===== src/rtl/i2cm_pkg.sv =====
// Package for the I2C master byte engine: command codes, configuration register
// indexes, and the classified item and queue status types.
// No dependencies.
`timescale 1ns / 1ps

package i2cm_pkg;

    localparam int CMD_BITS       = 3;
    localparam int CFG_INDEX_BITS = 8;
    localparam int CFG_DATA_BITS  = 16;
    localparam int IN_DATA_BITS   = 16;
    localparam int OUT_DATA_BITS  = 16;

    localparam logic [CMD_BITS-1:0] CMD_NONE  = 3'd0;
    localparam logic [CMD_BITS-1:0] CMD_START = 3'd1;
    localparam logic [CMD_BITS-1:0] CMD_STOP  = 3'd2;
    localparam logic [CMD_BITS-1:0] CMD_WRITE = 3'd3;
    localparam logic [CMD_BITS-1:0] CMD_READ  = 3'd4;

    localparam logic [CFG_INDEX_BITS-1:0] CFG_HALF_PERIOD  = 8'd0;
    localparam logic [CFG_INDEX_BITS-1:0] CFG_STOP_ON_NACK = 8'd1;

    localparam logic [15:0] HALF_PERIOD_RESET  = 16'd500;
    localparam logic        STOP_ON_NACK_RESET = 1'b1;
    localparam logic [3:0]  BITS_PER_BYTE      = 4'd8;

    typedef struct packed {
        logic [CMD_BITS-1:0] kind;
        logic [7:0]          data_byte;
        logic                ack_to_send;
        logic                sda_level;
    } item_t;

    typedef struct packed {
        logic not_empty;
        logic full;
    } q_status_t;

endpackage


===== src/rtl/i2cm_front.sv =====
// Input stage of the I2C master byte engine: accepts stream transactions,
// classifies the command and forwards the item to the queue.
// Depends on i2cm_pkg.
`timescale 1ns / 1ps

module i2cm_front
    import i2cm_pkg::*;
(
    input  logic                    clk,
    input  logic                    rst_n,
    input  logic                    s_axis_tvalid,
    output logic                    s_axis_tready,
    input  logic [IN_DATA_BITS-1:0] s_axis_tdata,
    input  q_status_t               q_status,
    output logic                    push,
    output item_t                   push_item
);

    logic  valid_reg;
    logic  valid_next;
    item_t item_reg;
    item_t item_next;
    logic  accept;
    logic [CMD_BITS-1:0] raw_cmd;

    assign raw_cmd       = s_axis_tdata[2:0];
    assign push          = valid_reg && !q_status.full;
    assign s_axis_tready = !valid_reg || !q_status.full;
    assign accept        = s_axis_tvalid && s_axis_tready;
    assign push_item     = item_reg;

    always_comb
    begin
        item_next  = item_reg;
        valid_next = valid_reg;
        if (accept)
        begin
            valid_next = 1'b1;
            case (raw_cmd)
                CMD_START, CMD_STOP, CMD_WRITE, CMD_READ: item_next.kind = raw_cmd;
                default: item_next.kind = CMD_NONE;
            endcase
            item_next.data_byte   = s_axis_tdata[10:3];
            item_next.ack_to_send = s_axis_tdata[11];
            item_next.sda_level   = s_axis_tdata[12];
        end
        else if (push)
        begin
            valid_next = 1'b0;
        end
    end

    always_ff @(posedge clk or negedge rst_n)
    begin
        if (!rst_n)
        begin
            valid_reg <= 1'b0;
        end
        else
        begin
            valid_reg <= valid_next;
        end
    end

    always_ff @(posedge clk)
    begin
        item_reg <= item_next;
    end

endmodule


===== src/rtl/i2cm_queue.sv =====
// Short register queue between the front and back parts of the I2C master
// byte engine. Depends on i2cm_pkg for the status type.
`timescale 1ns / 1ps

module i2cm_queue
    import i2cm_pkg::*;
#(
    parameter int DEPTH = 4,
    parameter int WIDTH = 13
)
(
    input  logic             clk,
    input  logic             rst_n,
    input  logic             push,
    input  logic [WIDTH-1:0] push_data,
    input  logic             pop,
    output logic [WIDTH-1:0] pop_data,
    output q_status_t        status
);

    localparam int PTR_BITS = (DEPTH > 1) ? $clog2(DEPTH) : 1;
    localparam int CNT_BITS = $clog2(DEPTH + 1);
    localparam logic [PTR_BITS-1:0] LAST_PTR = PTR_BITS'(DEPTH - 1);
    localparam logic [CNT_BITS-1:0] FULL_CNT = CNT_BITS'(DEPTH);

    logic [WIDTH-1:0]    slot_reg [DEPTH];
    logic [PTR_BITS-1:0] wr_ptr_reg;
    logic [PTR_BITS-1:0] wr_ptr_next;
    logic [PTR_BITS-1:0] rd_ptr_reg;
    logic [PTR_BITS-1:0] rd_ptr_next;
    logic [CNT_BITS-1:0] count_reg;
    logic [CNT_BITS-1:0] count_next;

    assign pop_data         = slot_reg[rd_ptr_reg];
    assign status.not_empty = (count_reg != '0);
    assign status.full      = (count_reg == FULL_CNT);

    always_comb
    begin
        wr_ptr_next = wr_ptr_reg;
        rd_ptr_next = rd_ptr_reg;
        count_next  = count_reg;
        if (push)
        begin
            wr_ptr_next = (wr_ptr_reg == LAST_PTR) ? '0 : wr_ptr_reg + 1'b1;
        end
        if (pop)
        begin
            rd_ptr_next = (rd_ptr_reg == LAST_PTR) ? '0 : rd_ptr_reg + 1'b1;
        end
        if (push && !pop)
        begin
            count_next = count_reg + 1'b1;
        end
        else if (pop && !push)
        begin
            count_next = count_reg - 1'b1;
        end
    end

    always_ff @(posedge clk or negedge rst_n)
    begin
        if (!rst_n)
        begin
            wr_ptr_reg <= '0;
            rd_ptr_reg <= '0;
            count_reg  <= '0;
        end
        else
        begin
            wr_ptr_reg <= wr_ptr_next;
            rd_ptr_reg <= rd_ptr_next;
            count_reg  <= count_next;
        end
    end

    always_ff @(posedge clk)
    begin
        if (push)
        begin
            slot_reg[wr_ptr_reg] <= push_data;
        end
    end

    a_no_overflow: assert property (@(posedge clk) disable iff (!rst_n)
        status.full |-> !push)
        else $error("Queue written while full.");

    a_no_underflow: assert property (@(posedge clk) disable iff (!rst_n)
        pop |-> status.not_empty)
        else $error("Queue read while empty.");

    a_count_bound: assert property (@(posedge clk) disable iff (!rst_n)
        count_reg <= FULL_CNT)
        else $error("Queue count beyond depth.");

endmodule


===== src/rtl/i2cm_back.sv =====
// Execution part of the I2C master byte engine: configuration registers, the
// phase sequencer for the bus lines and the output register.
// Depends on i2cm_pkg.
`timescale 1ns / 1ps

module i2cm_back
    import i2cm_pkg::*;
#(
    parameter int TIMER_BITS = 16
)
(
    input  logic                      clk,
    input  logic                      rst_n,
    input  logic                      cfg_valid,
    input  logic [CFG_INDEX_BITS-1:0] cfg_index,
    input  logic [CFG_DATA_BITS-1:0]  cfg_data,
    input  q_status_t                 q_status,
    input  item_t                     q_item,
    output logic                      pop,
    output logic                      m_axis_tvalid,
    input  logic                      m_axis_tready,
    output logic [OUT_DATA_BITS-1:0]  m_axis_tdata
);

    localparam int CW = (TIMER_BITS > 16) ? TIMER_BITS : 16;

    localparam logic [3:0] PH_IDLE      = 4'd0;
    localparam logic [3:0] PH_START_A   = 4'd1;
    localparam logic [3:0] PH_START_B   = 4'd2;
    localparam logic [3:0] PH_STOP_A    = 4'd3;
    localparam logic [3:0] PH_STOP_B    = 4'd4;
    localparam logic [3:0] PH_WR_LOW    = 4'd5;
    localparam logic [3:0] PH_WR_HIGH   = 4'd6;
    localparam logic [3:0] PH_WACK_LOW  = 4'd7;
    localparam logic [3:0] PH_WACK_HIGH = 4'd8;
    localparam logic [3:0] PH_RD_LOW    = 4'd9;
    localparam logic [3:0] PH_RD_HIGH   = 4'd10;
    localparam logic [3:0] PH_RACK_LOW  = 4'd11;
    localparam logic [3:0] PH_RACK_HIGH = 4'd12;

    function automatic logic [TIMER_BITS-1:0] clamp_half(input logic [15:0] h);
        logic [CW-1:0] h_ext;
        logic [CW-1:0] lim_ext;
        h_ext   = CW'(h);
        lim_ext = CW'({TIMER_BITS{1'b1}});
        if (h == 16'd0)
        begin
            clamp_half = TIMER_BITS'(1);
        end
        else if (h_ext > lim_ext)
        begin
            clamp_half = {TIMER_BITS{1'b1}};
        end
        else
        begin
            clamp_half = TIMER_BITS'(h_ext);
        end
    endfunction

    logic [TIMER_BITS-1:0] half_reg;
    logic                  stop_on_nack_reg;

    logic [3:0]            phase_reg,   phase_next;
    logic [TIMER_BITS-1:0] timer_reg,   timer_next;
    logic [3:0]            bits_reg,    bits_next;
    logic [7:0]            shift_reg,   shift_next;
    logic [7:0]            rx_reg,      rx_next;
    logic                  nack_reg,    nack_next;
    logic                  scl_reg,     scl_next;
    logic                  sda_reg,     sda_next;
    logic                  reply_reg,   reply_next;
    logic                  abort_reg,   abort_next;
    logic                  auto_reg,    auto_next;
    logic                  done_w;
    logic                  rejected_w;

    logic [TIMER_BITS-1:0] timer_inc;
    logic [3:0]            bits_inc;

    logic                     out_valid_reg, out_valid_next;
    logic [OUT_DATA_BITS-1:0] out_data_reg,  out_data_next;

    assign pop           = q_status.not_empty && (!out_valid_reg || m_axis_tready);
    assign m_axis_tvalid = out_valid_reg;
    assign m_axis_tdata  = out_data_reg;
    assign timer_inc     = timer_reg + 1'b1;
    assign bits_inc      = bits_reg + 4'd1;

    always_comb
    begin
        phase_next = phase_reg;
        timer_next = timer_reg;
        bits_next  = bits_reg;
        shift_next = shift_reg;
        rx_next    = rx_reg;
        nack_next  = nack_reg;
        scl_next   = scl_reg;
        sda_next   = sda_reg;
        reply_next = reply_reg;
        abort_next = abort_reg;
        auto_next  = auto_reg;
        done_w     = 1'b0;
        rejected_w = 1'b0;
        if (phase_reg != PH_IDLE)
        begin
            rejected_w = (q_item.kind != CMD_NONE);
            timer_next = timer_inc;
            if (timer_inc >= half_reg)
            begin
                timer_next = '0;
                case (phase_reg)
                    PH_START_A:
                    begin
                        sda_next   = 1'b0;
                        phase_next = PH_START_B;
                    end
                    PH_START_B:
                    begin
                        scl_next   = 1'b0;
                        phase_next = PH_IDLE;
                        done_w     = 1'b1;
                    end
                    PH_STOP_A:
                    begin
                        scl_next   = 1'b1;
                        phase_next = PH_STOP_B;
                    end
                    PH_STOP_B:
                    begin
                        sda_next   = 1'b1;
                        phase_next = PH_IDLE;
                        done_w     = 1'b1;
                        if (auto_reg)
                        begin
                            abort_next = 1'b1;
                            auto_next  = 1'b0;
                        end
                    end
                    PH_WR_LOW, PH_WACK_LOW, PH_RD_LOW, PH_RACK_LOW:
                    begin
                        scl_next   = 1'b1;
                        phase_next = phase_reg + 4'd1;
                    end
                    PH_WR_HIGH:
                    begin
                        scl_next  = 1'b0;
                        bits_next = bits_inc;
                        if (bits_inc < BITS_PER_BYTE)
                        begin
                            shift_next = {shift_reg[6:0], 1'b0};
                            sda_next   = shift_reg[6];
                            phase_next = PH_WR_LOW;
                        end
                        else
                        begin
                            sda_next   = 1'b1;
                            phase_next = PH_WACK_LOW;
                        end
                    end
                    PH_WACK_HIGH:
                    begin
                        nack_next = q_item.sda_level;
                        scl_next  = 1'b0;
                        if (q_item.sda_level && stop_on_nack_reg)
                        begin
                            auto_next  = 1'b1;
                            sda_next   = 1'b0;
                            phase_next = PH_STOP_A;
                        end
                        else
                        begin
                            phase_next = PH_IDLE;
                            done_w     = 1'b1;
                        end
                    end
                    PH_RD_HIGH:
                    begin
                        shift_next = {shift_reg[6:0], q_item.sda_level};
                        scl_next   = 1'b0;
                        bits_next  = bits_inc;
                        if (bits_inc < BITS_PER_BYTE)
                        begin
                            phase_next = PH_RD_LOW;
                        end
                        else
                        begin
                            rx_next    = {shift_reg[6:0], q_item.sda_level};
                            sda_next   = reply_reg;
                            phase_next = PH_RACK_LOW;
                        end
                    end
                    PH_RACK_HIGH:
                    begin
                        scl_next   = 1'b0;
                        phase_next = PH_IDLE;
                        done_w     = 1'b1;
                    end
                    default:
                    begin
                        phase_next = PH_IDLE;
                    end
                endcase
            end
        end
        else if (q_item.kind != CMD_NONE)
        begin
            timer_next = '0;
            bits_next  = '0;
            case (q_item.kind)
                CMD_START:
                begin
                    scl_next   = 1'b1;
                    sda_next   = 1'b1;
                    phase_next = PH_START_A;
                end
                CMD_STOP:
                begin
                    auto_next  = 1'b0;
                    scl_next   = 1'b0;
                    sda_next   = 1'b0;
                    phase_next = PH_STOP_A;
                end
                CMD_WRITE:
                begin
                    abort_next = 1'b0;
                    auto_next  = 1'b0;
                    shift_next = q_item.data_byte;
                    scl_next   = 1'b0;
                    sda_next   = q_item.data_byte[7];
                    phase_next = PH_WR_LOW;
                end
                default:
                begin
                    shift_next = '0;
                    reply_next = q_item.ack_to_send;
                    scl_next   = 1'b0;
                    sda_next   = 1'b1;
                    phase_next = PH_RD_LOW;
                end
            endcase
        end
    end

    always_comb
    begin
        out_valid_next = out_valid_reg;
        out_data_next  = out_data_reg;
        if (pop)
        begin
            out_valid_next = 1'b1;
            out_data_next  = {1'b0, rejected_w, abort_next, nack_next, rx_next,
                              done_w, (phase_next != PH_IDLE), sda_next, scl_next};
        end
        else if (m_axis_tready)
        begin
            out_valid_next = 1'b0;
        end
    end

    always_ff @(posedge clk or negedge rst_n)
    begin
        if (!rst_n)
        begin
            half_reg         <= clamp_half(HALF_PERIOD_RESET);
            stop_on_nack_reg <= STOP_ON_NACK_RESET;
        end
        else if (cfg_valid)
        begin
            if (cfg_index == CFG_HALF_PERIOD)
            begin
                half_reg <= clamp_half(cfg_data);
            end
            else if (cfg_index == CFG_STOP_ON_NACK)
            begin
                stop_on_nack_reg <= cfg_data[0];
            end
        end
    end

    always_ff @(posedge clk or negedge rst_n)
    begin
        if (!rst_n)
        begin
            phase_reg     <= PH_IDLE;
            timer_reg     <= '0;
            bits_reg      <= '0;
            shift_reg     <= '0;
            rx_reg        <= '0;
            nack_reg      <= 1'b0;
            scl_reg       <= 1'b1;
            sda_reg       <= 1'b1;
            reply_reg     <= 1'b0;
            abort_reg     <= 1'b0;
            auto_reg      <= 1'b0;
            out_valid_reg <= 1'b0;
        end
        else
        begin
            if (pop)
            begin
                phase_reg <= phase_next;
                timer_reg <= timer_next;
                bits_reg  <= bits_next;
                shift_reg <= shift_next;
                rx_reg    <= rx_next;
                nack_reg  <= nack_next;
                scl_reg   <= scl_next;
                sda_reg   <= sda_next;
                reply_reg <= reply_next;
                abort_reg <= abort_next;
                auto_reg  <= auto_next;
            end
            out_valid_reg <= out_valid_next;
        end
    end

    always_ff @(posedge clk)
    begin
        out_data_reg <= out_data_next;
    end

    a_done_ends_busy: assert property (@(posedge clk) disable iff (!rst_n)
        (out_valid_reg && out_data_reg[3]) |-> !out_data_reg[2])
        else $error("Completion reported while still busy.");

    a_bit_count_bound: assert property (@(posedge clk) disable iff (!rst_n)
        bits_reg <= BITS_PER_BYTE)
        else $error("Bit counter ran past one byte.");

    a_reject_only_busy: assert property (@(posedge clk) disable iff (!rst_n)
        (pop && rejected_w) |-> (phase_reg != PH_IDLE))
        else $error("Command rejected while idle.");

    a_idle_timer_held: assert property (@(posedge clk) disable iff (!rst_n)
        (pop && phase_reg == PH_IDLE && q_item.kind == CMD_NONE) |=> $stable(timer_reg))
        else $error("Timer moved while idle.");

endmodule


===== src/rtl/i2c_master_byte_engine.sv =====
// Top level of the I2C master byte engine: input stage, item queue and
// execution part. Depends on i2cm_pkg, i2cm_front, i2cm_queue and i2cm_back.
//
//   Channel   Direction  Handshake                     Payload
//   s_axis    in         s_axis_tvalid/s_axis_tready   s_axis_tdata, one tick item
//   m_axis    out        m_axis_tvalid/m_axis_tready   m_axis_tdata, one tick result
//   cfg       in         cfg_valid/cfg_ready           cfg_index, cfg_data
//
// One result per input item; one item per cycle is sustained while m_axis is not
// stalled, as the phase sequencer in the execution part takes an item on every pop.
// An item passes the input register, a queue slot and the output register in turn.
// The four-entry queue and the output register let either side stall on its own.
// Reset is asynchronous and active low; configuration writes are always accepted.
`timescale 1ns / 1ps

module i2c_master_byte_engine
    import i2cm_pkg::*;
#(
    parameter int TIMER_BITS = 16
)
(
    input  logic                      clk,
    input  logic                      rst_n,
    input  logic                      s_axis_tvalid,
    output logic                      s_axis_tready,
    // cmd[2:0], data_byte[10:3], ack_to_send[11], sda_level[12], zero[15:13]
    input  logic [IN_DATA_BITS-1:0]   s_axis_tdata,
    output logic                      m_axis_tvalid,
    input  logic                      m_axis_tready,
    // scl_level[0], sda_release[1], busy_res[2], done_res[3], rx_byte[11:4],
    // nack_seen[12], aborted[13], cmd_rejected[14], zero[15]
    output logic [OUT_DATA_BITS-1:0]  m_axis_tdata,
    input  logic                      cfg_valid,
    output logic                      cfg_ready,
    input  logic [CFG_INDEX_BITS-1:0] cfg_index,
    input  logic [CFG_DATA_BITS-1:0]  cfg_data
);

    localparam int QUEUE_DEPTH = 4;

    q_status_t q_status;
    logic      push;
    item_t     push_item;
    logic      pop;
    item_t     pop_item;

    assign cfg_ready = 1'b1;

    i2cm_front u_front
    (
        .clk           (clk),
        .rst_n         (rst_n),
        .s_axis_tvalid (s_axis_tvalid),
        .s_axis_tready (s_axis_tready),
        .s_axis_tdata  (s_axis_tdata),
        .q_status      (q_status),
        .push          (push),
        .push_item     (push_item)
    );

    i2cm_queue #(
        .DEPTH (QUEUE_DEPTH),
        .WIDTH ($bits(item_t))
    ) u_queue
    (
        .clk       (clk),
        .rst_n     (rst_n),
        .push      (push),
        .push_data (push_item),
        .pop       (pop),
        .pop_data  (pop_item),
        .status    (q_status)
    );

    i2cm_back #(
        .TIMER_BITS (TIMER_BITS)
    ) u_back
    (
        .clk           (clk),
        .rst_n         (rst_n),
        .cfg_valid     (cfg_valid),
        .cfg_index     (cfg_index),
        .cfg_data      (cfg_data),
        .q_status      (q_status),
        .q_item        (pop_item),
        .pop           (pop),
        .m_axis_tvalid (m_axis_tvalid),
        .m_axis_tready (m_axis_tready),
        .m_axis_tdata  (m_axis_tdata)
    );

endmodule

===== config.mk =====
export PLATFORM = sky130hd
export DESIGN_NAME = i2c_master_byte_engine
export DESIGN_NICKNAME = d
export VERILOG_FILES = /design/src/rtl/i2cm_pkg.sv /design/src/rtl/i2cm_front.sv /design/src/rtl/i2cm_queue.sv /design/src/rtl/i2cm_back.sv /design/src/rtl/i2c_master_byte_engine.sv
export SDC_FILE = /design/constraint.sdc
export NUM_CORES = 1
export LEC_CHECK = 0
export ABC_AREA = 1
export BUFFER_PORTS_ARGS = -buffer_cell sky130_fd_sc_hd__buf_4
export CORE_MARGIN = 3
export CORE_UTILIZATION = 45
export CTS_BUF_LIST = sky130_fd_sc_hd__clkbuf_2 sky130_fd_sc_hd__clkbuf_4 sky130_fd_sc_hd__clkbuf_8
export CTS_CLUSTER_DIAMETER = 50
export DETAILED_ROUTE_END_ITERATION = 16
export PLACE_DENSITY = 0.69
export RECOVER_POWER = 50
export SETUP_SLACK_MARGIN = 0.1
export SLEW_MARGIN = 20
export SYNTH_ARGS = -nofsm -noshare
export SYNTH_HDL_FRONTEND = slang
export SYNTH_HIERARCHICAL = 1
export SYNTH_SLANG_ARGS = --single-unit

===== constraint.sdc =====
create_clock -name clk -period 6.8 [get_ports clk]
set_input_delay 1.02 -clock clk [delete_from_list [all_inputs] [get_ports clk]]
set_output_delay 1.02 -clock clk [all_outputs]
set_load 0.1 [all_outputs]

==> key figures <==
Timing
  • Worst-Margin Slew: 3.94 ns
  • Max Fclk: between 200 and 250 MHz
  • Tmin final: between 4 and 5 ns
  • Setup TNS: 0 ns
  • Final setup skew: 0.0160 ns
  • Fin. max-slew vios: 72
  • Final hold vios: 0
  • Setup ws final: 2.65 ns
  • Rel. slew slack: -163%
  • Final period util: 61.0%
  • RSZ-0062 raised after global routing: no
  • Final setup vio count: 0

CTS
  • CTS Buf Count: 17
  • CTS sink cnt: 151
  • Clk Latency, worst-skew pair: 0.45 ns
  • Clk slew on worst S/H paths: 0.08 ns
  • CTS tree: yes
  • H-tree Lvls: 4
  • CTS resizes: 0
  • # hold bufs at CTS: 0
  • Clock root buffer: clkbuf_8
  • Clock buffer depth: 2
  • Post-CTS setup buffer count: 0

Global routing
  • GRT Util Overall: 17.3%
  • Initial antenna violation count: 0
  • Overflow after GRT: 0
  • Largest net degree at the start of global routing: 72
  • First-pass GRT wire length: approximately 26000 µm
  • Vias in the first global route: 5411

Logic synthesis
  • Syn nets: 937
  • Most used DFF post-synth: edfxtp_1
  • Cell variety after synth: 41
  • Mapped Cells: 863
  • Synthesis warning total: 6
  • EDFF count, synth: 80
  • FFs w/ async S/R, synth: roughly 47%
  • Synth Register Bits: 151
  • Ranking of synthesized cells by area: edfxtp_1, dfrtp_1, nand2_1, inv_1, ha_1
  • Sequential area share after synthesis: 53.5%
  • Synth top area share: roughly 31%
  • Top cells by count, synth: nand2_1, inv_1, edfxtp_1
  • Synthesized area per cell: just over 9 µm²
  • Cell taking the most area after synthesis: edfxtp_1
  • Count leader, synth: nand2_1
  • Mapped cell area: about 7800 µm²

Setup path
  • CP Class: input port to asynchronous set/reset pin
  • Critical-path top delay cell: clkbuf_1
  • Reg-to-reg startpoint: u_back/timer_reg[0]
  • Crit path from: rst_n
  • Endpoint class of the critical path: asynchronous set/reset pin
  • Worst path cell trace: clkbuf_1
  • Worst-path fanout max: between 70 and 80
  • CP bufs+invs: 1
  • Max incr delay on CP: 2.71 ns
  • Top delay family on crit path: buffers and inverters
  • CP startpoint kind: input port
  • Required @ worst endpoint: 6.45 ns
  • CP arrival: 3.80 ns

Floorplanning
  • Die width: 138 µm
  • I/O pins: 64
  • Die Y: roughly 140 µm
  • Core Rows: 47
  • Total die area: ~19000 µm²
  • Initial Util: 46.5%
  • Area of the core: around 17000 µm²

Pwr
  • Max VDD drop: 0.192 mV
  • Pwr Density: just under 400 nW/µm²
  • Static Leak: 4.06 nW

Layout
  • Max reg flops: 52
  • Ant. Diodes: 0
  • Area grow syn2layout: 11.2%
  • Share of layout cells above drive strength 1: between 10 and 15%
  • Final #Nets: 989

Drt
  • Post-Route WL: 15300 µm
  • Vias per cell: 5.00
  • DRT iter0 DRCs: 396
  • Post-route ant nets: 0
  • DRC Markers: 0
  • Drt pass-1 iters: 5
  • Routed length per instance: 13.3 µm
  • Vias: 5740

Worst hold path
  • Worst hold path class: flip-flop to flip-flop
  • HP Start: u_queue/count_reg[2]

Status
  • Status: finished with violations
  • Failing checks: capacitance limit, slew limit

Flow run
  • Number of max-cap violations: 1

Place
  • I/O Buffers: 58
  • Global placement routability congestion: 0.870
  • DP Worst Slack: 3.25 ns
  • Hpwl dp: about 10000 µm
[report_power, final]
group	switching [W]	internal, W	leakage (nW)	total (W)
registers	0.000135	0.00121	1.64	0.00135
clock network	0.000360	0.000271	0.179	0.000630
logic	0.00106	0.000374	2.24	0.00143
[through the flow]
stage / util (%) / power (W) / std cells / hold WS (ns) / cell area (µm²)
floorplan: - / 0.00251 / 863 / 0.442 / 7830
global placement: 49.7 / 0.00277 / 1116 / 0.457 / 8360
detailed placement: 49.7 / 0.00280 / 1116 / 0.459 / 8360
CTS: 51.8 / 0.00344 / 1148 / 0.478 / 8720
global route: 51.7 / 0.00366 / 1148 / 0.503 / 8700
finish: 51.7 / 0.00341 / 1148 / 0.477 / 8700
[placed cells by master, fill, tap and decap left out, types with 17 or more instances in the layout]
cell type,count
nand3_1,38
inv_1,139
buf_4,44
edfxtp_1,80
clkbuf_8,17
nor2_1,35
nand2_1,243
o211ai_1,26
dfrtp_1,62
ha_1,28
o21ai_0,67
[routing by layer]
metal	part of all wire (%)	track usage [%]	vias to the layer above	routed length (µm)
met4	1.5	6.04	0	236
met2	46	27.0	117	7070
met3	3.8	3.45	25	581
met5	0	0	-	0
met1	48	24.3	2657	7390
li1	-	-	2941	-
[logic make-up after synthesis]
kind of cell | share of synthesized area [%]
compound gates | 10.5
xor+xnor | 1.23
fa+ha+maj | 4.73
buf+inv | 9.51
flops | 53.5
other cells | 0.0960
simple gates | 20.4
[area by class of cell]
class                      instances  area [µm²]
tap                              220         275
inverter                         146         548
timing repair buffer              60         439
fill                            1555        8120
clock buffer                      19         249
multi-input combinational        539        2890
sequential                       151        4190
clock inverter                    13         111
[worst paths after layout]
kind | endpoint | slack (ns) | cells after the start
min in group asynchronous | u_queue/wr_ptr_reg[0] | 1.93 | 1
worst max-delay path | u_back/timer_reg[6] | 2.65 | 1
worst min register to register | u_queue/count_reg[2] | 0.48 | 2
worst max register to register | u_back/m_axis_tdata[2] | 3.27 | 20
max in group clk | u_back/m_axis_tdata[2] | 3.27 | 20
worst min-delay path | u_queue/count_reg[2] | 0.48 | 2
[worst register-to-register path, delay by kind of cell (launching register included)]
family	cells	cell delay, ns
DFF	1	0.41
buffers and inverters	3	0.17
and+or+nand+nor	13	2.07
adders and majority gates	2	0.42
AOI/OAI and AO/OA	2	0.23
Power figures use the tool's default switching activity.
